File: config.mk
export PLATFORM = sky130hd
export DESIGN_NAME = bytes_to_bech32_chars_unit
export DESIGN_NICKNAME = d
export VERILOG_FILES = /design/src/design/b32c_pkg.sv /design/src/design/b32c_regroup.sv /design/src/design/bytes_to_bech32_chars_unit.sv
export VERILOG_INCLUDE_DIRS = /design/src /design/src/design
export SDC_FILE = /design/constraint.sdc
export NUM_CORES = 1
export LEC_CHECK = 0
export BUFFER_PORTS_ARGS = -buffer_cell sky130_fd_sc_hd__buf_2
export CORE_ASPECT_RATIO = 1.75
export CORE_MARGIN = 5
export CORE_UTILIZATION = 54
export CTS_CLUSTER_DIAMETER = 60
export CTS_CLUSTER_SIZE = 14
export DETAILED_ROUTE_END_ITERATION = 8
export PLACE_DENSITY = 0.73
export SLEW_MARGIN = 5
export SYNTH_ARGS = -nofsm -noshare
export SYNTH_HDL_FRONTEND = slang
export SYNTH_SLANG_ARGS = --single-unit
File: constraint.sdc
create_clock -name clock -period 4.6 [get_ports clock]
set_input_delay 0.92 -clock clock [delete_from_list [all_inputs] [get_ports clock]]
set_output_delay 0.92 -clock clock [all_outputs]
set_load 0.01 [all_outputs]
File: src/design/bytes_to_bech32_chars_unit_macros.svh
// Assertion macros for the bech32 character encoder.
// Included by the RTL files that carry concurrent checks; no other dependencies.
`ifndef BYTES_TO_BECH32_CHARS_UNIT_MACROS_SVH
`define BYTES_TO_BECH32_CHARS_UNIT_MACROS_SVH

// Same-cycle implication, disabled during reset.
`define B32C_ASSERT_NOW(lbl, clk, rst, ante, cons) \
   lbl: assert property (@(posedge clk) disable iff (rst) (ante) |-> (cons)) \
      else $error("b32c check failed");

// Next-cycle implication, disabled during reset.
`define B32C_ASSERT_NEXT(lbl, clk, rst, ante, cons) \
   lbl: assert property (@(posedge clk) disable iff (rst) (ante) |=> (cons)) \
      else $error("b32c check failed");

`endif

File: src/design/b32c_pkg.sv
// Shared types and the bech32 alphabet for the bech32 character encoder.
// No dependencies.
`timescale 1ns / 1ps
`default_nettype none

package b32c_pkg;

   typedef struct packed {
      logic [7:0] data_byte;
      logic       final_byte;
   } req_payload_type;

   typedef struct packed {
      logic [6:0] out_char;
      logic       out_last;
   } rsp_payload_type;

   // carried leftover bits, right-aligned
   typedef struct packed {
      logic [3:0] bits;
      logic [2:0] count;
   } spare_type;

   // characters produced by one byte (1..3), last flag applies to the final one
   typedef struct packed {
      logic [2:0][6:0] chars;
      logic [1:0]      count;
      logic            last;
   } grp_type;

   // ASCII of "qpzry9x8gf2tvdw0s3jn54khce6mua7l"
   localparam logic [6:0] B32C_ALPHABET [32] = '{
      7'h71, 7'h70, 7'h7a, 7'h72, 7'h79, 7'h39, 7'h78, 7'h38,
      7'h67, 7'h66, 7'h32, 7'h74, 7'h76, 7'h64, 7'h77, 7'h30,
      7'h73, 7'h33, 7'h6a, 7'h6e, 7'h35, 7'h34, 7'h6b, 7'h68,
      7'h63, 7'h65, 7'h36, 7'h6d, 7'h75, 7'h61, 7'h37, 7'h6c
   };

endpackage

`default_nettype wire

File: src/design/b32c_regroup.sv
// Regroups one byte plus carried bits into 5-bit words and maps them to ASCII.
// Depends on b32c_pkg.
`timescale 1ns / 1ps
`default_nettype none

module b32c_regroup
   import b32c_pkg::*;
(
   input  wire  spare_type       spare_i,
   input  wire  req_payload_type payload_i,
   output grp_type               grp_o,
   output spare_type             spare_next_o
);

   logic [2:0]  cnt;
   logic [3:0]  total;
   logic [11:0] acc_raw;
   logic [12:0] mask_full;
   logic [11:0] acc;
   logic        two;
   logic [3:0]  sh0;
   logic [3:0]  sh1;
   logic [11:0] acc_sh0;
   logic [11:0] acc_sh1;
   logic [4:0]  word0;
   logic [4:0]  word1;
   logic [3:0]  rem_w;
   logic [2:0]  rem;
   logic [11:0] acc_pad;
   logic [4:0]  pad_word;
   logic        pad_needed;
   logic [4:0]  mask4;

   always_comb begin
      cnt        = (spare_i.count > 3'd4) ? 3'd4 : spare_i.count;
      total      = {1'b0, cnt} + 4'd8;
      acc_raw    = {spare_i.bits, payload_i.data_byte};
      mask_full  = (13'd1 << total) - 13'd1;
      acc        = acc_raw & mask_full[11:0];
      two        = (total >= 4'd10);
      sh0        = total - 4'd5;
      sh1        = total - 4'd10;   // only meaningful when two words
      acc_sh0    = acc >> sh0;
      acc_sh1    = acc >> sh1;
      word0      = acc_sh0[4:0];
      word1      = acc_sh1[4:0];
      rem_w      = two ? sh1 : sh0;
      rem        = rem_w[2:0];
      // leftover bits left-aligned in a 5-bit word, zero padded
      acc_pad    = acc << (3'd5 - rem);
      pad_word   = acc_pad[4:0];
      pad_needed = payload_i.final_byte && (rem != 3'd0);
      mask4      = (5'd1 << rem) - 5'd1;

      grp_o.chars[0] = B32C_ALPHABET[word0];
      grp_o.chars[1] = two ? B32C_ALPHABET[word1] : B32C_ALPHABET[pad_word];
      grp_o.chars[2] = B32C_ALPHABET[pad_word];
      grp_o.count    = {1'b0, two} + 2'd1 + {1'b0, pad_needed};
      grp_o.last     = payload_i.final_byte;

      if (payload_i.final_byte) begin
         spare_next_o.bits  = 4'd0;
         spare_next_o.count = 3'd0;
      end else begin
         spare_next_o.bits  = acc[3:0] & mask4[3:0];
         spare_next_o.count = rem;
      end
   end

endmodule

`default_nettype wire

File: src/design/bytes_to_bech32_chars_unit.sv
// Top level of the bech32 data-part character encoder (no prefix, no checksum).
// Depends on b32c_pkg, b32c_regroup and bytes_to_bech32_chars_unit_macros.svh.
//
//   channel | dir | beat contents                     | handshake
//   --------+-----+-----------------------------------+----------------------
//   req_    | in  | data_byte[7:0], final_byte        | req_valid / req_ready
//   rsp_    | out | out_char[6:0] ASCII, out_last     | rsp_valid / rsp_ready
//
// Flow: an accepted byte is regrouped in the cycle of acceptance into a
//   group of 1..3 characters, 1.6 on average; the group register then
//   issues one character per cycle into the output register while that
//   register is free or emptying, so the single-character output register
//   sets the pace.
// The next byte is taken in the cycle the group's final character moves to
//   the output register, so bytes flow with no bubble.
// Reset clears the carried bits, the group valid and index and the output
//   valid; no clearing pass. A stalled rsp_ready holds the output beat and,
//   once the group is waiting too, drops req_ready.
`timescale 1ns / 1ps
`default_nettype none
`include "bytes_to_bech32_chars_unit_macros.svh"

module bytes_to_bech32_chars_unit
   import b32c_pkg::*;
(
   input  wire             clock,
   input  wire             reset,
   input  wire             req_valid,
   output logic            req_ready,
   input  wire  req_payload_type req_payload,
   output logic            rsp_valid,
   input  wire             rsp_ready,
   output rsp_payload_type rsp_payload
);

   // carried leftover bits between bytes
   spare_type       spare_ff, spare_in;

   // group of characters from the most recent byte
   grp_type         grp_ff, grp_in;
   logic            grp_valid_ff, grp_valid_in;
   logic [1:0]      grp_idx_ff, grp_idx_in;

   // output register
   logic            rsp_valid_ff, rsp_valid_in;
   rsp_payload_type rsp_payload_ff, rsp_payload_in;

   grp_type         grp_new;
   spare_type       spare_new;
   logic            load_out;
   logic            grp_final_char;
   logic            grp_done;
   logic            req_fire;

   b32c_regroup u_regroup (
      .spare_i      (spare_ff),
      .payload_i    (req_payload),
      .grp_o        (grp_new),
      .spare_next_o (spare_new)
   );

   // output register free or emptying this cycle -> move next char in
   assign load_out       = grp_valid_ff && (!rsp_valid_ff || rsp_ready);
   assign grp_final_char = (grp_idx_ff == (grp_ff.count - 2'd1));
   assign grp_done       = load_out && grp_final_char;
   assign req_ready      = !grp_valid_ff || grp_done;
   assign req_fire       = req_valid && req_ready;

   always_comb begin
      spare_in       = spare_ff;
      grp_in         = grp_ff;
      grp_valid_in   = grp_valid_ff;
      grp_idx_in     = grp_idx_ff;
      rsp_valid_in   = rsp_valid_ff;
      rsp_payload_in = rsp_payload_ff;

      if (req_fire) begin
         spare_in     = spare_new;
         grp_in       = grp_new;
         grp_valid_in = 1'b1;
         grp_idx_in   = 2'd0;
      end else if (grp_done) begin
         grp_valid_in = 1'b0;
      end else if (load_out) begin
         grp_idx_in   = grp_idx_ff + 2'd1;
      end

      if (load_out) begin
         rsp_valid_in            = 1'b1;
         rsp_payload_in.out_char = grp_ff.chars[grp_idx_ff];
         rsp_payload_in.out_last = grp_ff.last && grp_final_char;
      end else if (rsp_ready) begin
         rsp_valid_in = 1'b0;
      end
   end

   always_ff @(posedge clock) begin
      if (reset) begin
         spare_ff     <= '0;
         grp_valid_ff <= 1'b0;
         grp_idx_ff   <= 2'd0;
         rsp_valid_ff <= 1'b0;
      end else begin
         spare_ff     <= spare_in;
         grp_valid_ff <= grp_valid_in;
         grp_idx_ff   <= grp_idx_in;
         rsp_valid_ff <= rsp_valid_in;
      end
   end

   // payload registers, no reset
   always_ff @(posedge clock) begin
      grp_ff         <= grp_in;
      rsp_payload_ff <= rsp_payload_in;
   end

   assign rsp_valid   = rsp_valid_ff;
   assign rsp_payload = rsp_payload_ff;

   // carried bit count stays within a partial word
   `B32C_ASSERT_NOW(a_spare_range, clock, reset, 1'b1, spare_ff.count <= 3'd4)
   // a live group always has a character left to issue
   `B32C_ASSERT_NOW(a_grp_idx, clock, reset, grp_valid_ff,
      (grp_ff.count != 2'd0) && (grp_idx_ff < grp_ff.count))
   // a final byte leaves no carry behind
   `B32C_ASSERT_NEXT(a_final_clears, clock, reset, req_fire && req_payload.final_byte,
      (spare_ff.count == 3'd0) && (spare_ff.bits == 4'd0))
   // an accepted byte starts a fresh group
   `B32C_ASSERT_NEXT(a_grp_load, clock, reset, req_fire,
      grp_valid_ff && (grp_idx_ff == 2'd0))

endmodule

`default_nettype wire

==> results.md <==
- WHS: 0.4729 ns
- Synth top area cells: edfxtp_1, dfxtp_1, mux2i_1
- Net Sw Power: 0.4426 mW
- Final Setup Violations: 0
- Core area: 5926 um^2
- #FFs+latches synth: 40
- Final worst-path cycle share: 83.49%
- Hold_buf cts: 0
- Cell variety after synth: 71
- First-pass GRT wire length: 13810 um
- Die span in x: 69.07 um
- Status: finished clean
- TritonRoute pass-1 iters: 5
- PwrDens: 351.4 nW/um^2
- Post-synthesis sequential area ratio: 33.09%
- P&R area growth vs syn: 5.351%
- Finished Cell Area: 3473 um^2
- Largest net degree at the start of global routing: 36
- Final Wtd Congestion: 0.9424
- Die area: 7830 um^2
- Combinational share of power: 42.0%
- Final cell count without fillers: 454
- Skew-Pair Late Insertion Delay: 0.28 ns
- EDFF count, synth: 29
- Final Max Slew Viols: 0
- Commonest cells in the netlist: nand2_1, edfxtp_1, a21oi_1, mux2i_1, o21ai_0
- Clk root buf: clkbuf_8
- Hold crit path type: register to register
- Total GRT Usage: 21.66%
- Clk slew on worst S/H paths: 0.07 ns
- Row cnt: 37
- CP max FO: 25
- Maximum clock rate: 0.2604 GHz
- Grt total ovfl: 0
- Detailed Route WL: 8325 um
- Top-area cell type share of the netlist area: 26.41%
- Wire length per cell: 18.34 um
- Dpl cells: 446
- Die Y: 113.4 um
- # diodes: 0
- Io pins: 23
- Vias post-DR: 2899
- Vias in the first global route: 2851
- Dominant synthesized flop cell: edfxtp_1
- Least-Margin Pin Slew: 0.9922 ns
- CP Cell Sequence: nand2b_1 -> ha_1 -> inv_2 -> mux4_2 -> mux2_4 -> nor3_4 -> nor3_1 -> or3_1
- Max-Cap Viols: 0
- Critical Path Start Type: register
- Number of CTS-inserted buffers: 5
- Placed Area: 3392 um^2
- Synth warn: 0
- Most common cell in the netlist: nand2_1
- CP max stage cell: dfxtp_1
- Clock net sink count: 40
- Worst Path Buf+Inv: 1
- Final total power: 1.221 mW
- Clk pwr share: 17.6%
- Vias/cell: 6.385
- Worst EP arrival: 3.86 ns
- Switching Fraction: 36.26%
- Flop pwr share: 40.4%
- Final ANT Viol Nets: 0
- Pre-CTS WS: 0.7998 ns
- Initial DRC Count: 174
- Syn Nets: 388
- Setup_tns: 0 ns
- Yosys top cell by area: edfxtp_1
- Initial antenna violation count: 0
- Delay-heaviest family, CP: simple AND/OR/NAND/NOR gates
- Mapped Area: 3297 um^2
- Postcts setup bufs: 0
- Dpl hpwl: 6253 um
- Asr flop ratio synth: 0%
- Relative slew slack: 33.85%
- TritonCTS clock tree: yes
- Critical Path Sink Type: register
- Layout cell share with drive strength beyond 1: 16.22%
- Int Pwr: 0.7781 mW
- Drt drc: 0
- Core Util, Final: 58.61%
- Initial Util: 55.64%
- Min cycle time layout: 3.840 ns
- Leak: 1.230 nW
- H-tree levels: 2
- Port Buf Inserts: 22
- Slowest stage delay, CP: 0.78 ns
- Cells after Synth: 370
- Max Clock Skew: 0.008762 ns
- Min setup slack post-route: 0.7595 ns
- Final nets: 393
- Post_cts resized: 0
- RSZ-0062 raised after global routing: false
- Fill cells: 569
- Worst VDD drop: 0.0001516 V
- WP data required: 4.62 ns
- Avg Synthesized Cell Area: 8.911 um^2
- Crit Path Class: register to register
- Final Hold Fails: 0
- Clock buffer depth: 2
==> cell usage in the layout, fill, tap and decap left out, types with 3 or more instances in the layout <==
master	instances
o21a_1	6
a211oi_1	5
o2111ai_1	3
dfxtp_1	11
xnor2_1	3
o31a_1	3
mux2i_1	22
nor2b_1	7
clkbuf_8	5
o32ai_1	5
nor2_1	15
or3_1	4
and2_1	6
o21ai_0	21
buf_2	22
nand2_1	39
o22ai_1	5
nand3_1	15
mux4_2	5
ha_1	5
edfxtp_1	29
inv_2	4
inv_1	11
a21o_1	5
o211ai_1	7
or3b_2	3
nand2b_1	7
a31oi_1	8
mux2_2	5
a21oi_1	25
nor3b_1	3
nor3_1	12
==> final cells by class <==
type | instances | area (um^2) | area share, %
clock buffer | 7 | 76.32 | 2.197
clock inverter | 1 | 5.005 | 0.1441
multi-input combinational | 287 | 2009 | 57.85
inverter | 17 | 68.82 | 1.981
timing repair buffer | 24 | 125.1 | 3.602
tap | 78 | 97.59 | 2.810
sequential | 40 | 1091 | 31.41
==> sequential cells by signal, indices dropped and copies added (netlist names) <==
| name | cells |
|---|---|
| grp_ff | 21 |
| grp_idx_ff | 2 |
| grp_valid_ff | 1 |
| rsp_payload | 8 |
| rsp_valid | 1 |
| spare_ff | 7 |
==> power by group through the flow <==
| stage | registers, mW | clock network, mW | logic, mW |
|---|---|---|---|
| after global routing | 0.499 | 0.233 | 0.562 |
| after CTS | 0.494 | 0.220 | 0.506 |
| after global placement | 0.501 | 0 | 0.493 |
| after floorplan | 0.489 | 0 | 0.403 |
| final | 0.494 | 0.215 | 0.512 |
| after detailed placement | 0.502 | 0 | 0.504 |
==> cell families after synthesis <==
| group | after synthesis | synth area share (%) |
|---|---|---|
| simple gates | 127 | 20.49 |
| compound gates | 116 | 24.10 |
| buf+inv | 43 | 5.958 |
| flops | 40 | 33.09 |
| mux | 35 | 13.40 |
| fa+ha+maj | 5 | 1.898 |
| xor+xnor | 4 | 1.063 |
==> worst min-delay path, cell delays in order (launching register included) <==
cell     delay [ns]
dfxtp_1        0.31
inv_1          0.07
a21oi_1        0.05
==> per-layer routing <==
layer	up-vias	global-route usage (%)	wire length (um)
li1	1415	-	-
met1	1364	23.28	3092
met2	93	40.24	4412
met3	27	3.289	408
met4	0	11.21	411
met5	-	0	0
==> path summary, 6_finish.rpt <==
path                                   from                endpoint  slack [ns]  depth (start not counted)
setup / recovery   spare_ff[2]$_SDFFE_PP0P_     grp_ff[9]$_DFFE_PP_        0.76                          8
hold / removal    grp_valid_ff$_SDFFE_PP0P_  rsp_valid$_SDFFE_PP0P_        0.47                          2
setup reg to reg   spare_ff[2]$_SDFFE_PP0P_     grp_ff[9]$_DFFE_PP_        0.76                          8
hold reg to reg   grp_valid_ff$_SDFFE_PP0P_  rsp_valid$_SDFFE_PP0P_        0.47                          2
Note: power is estimated with default switching activity, not from simulation.
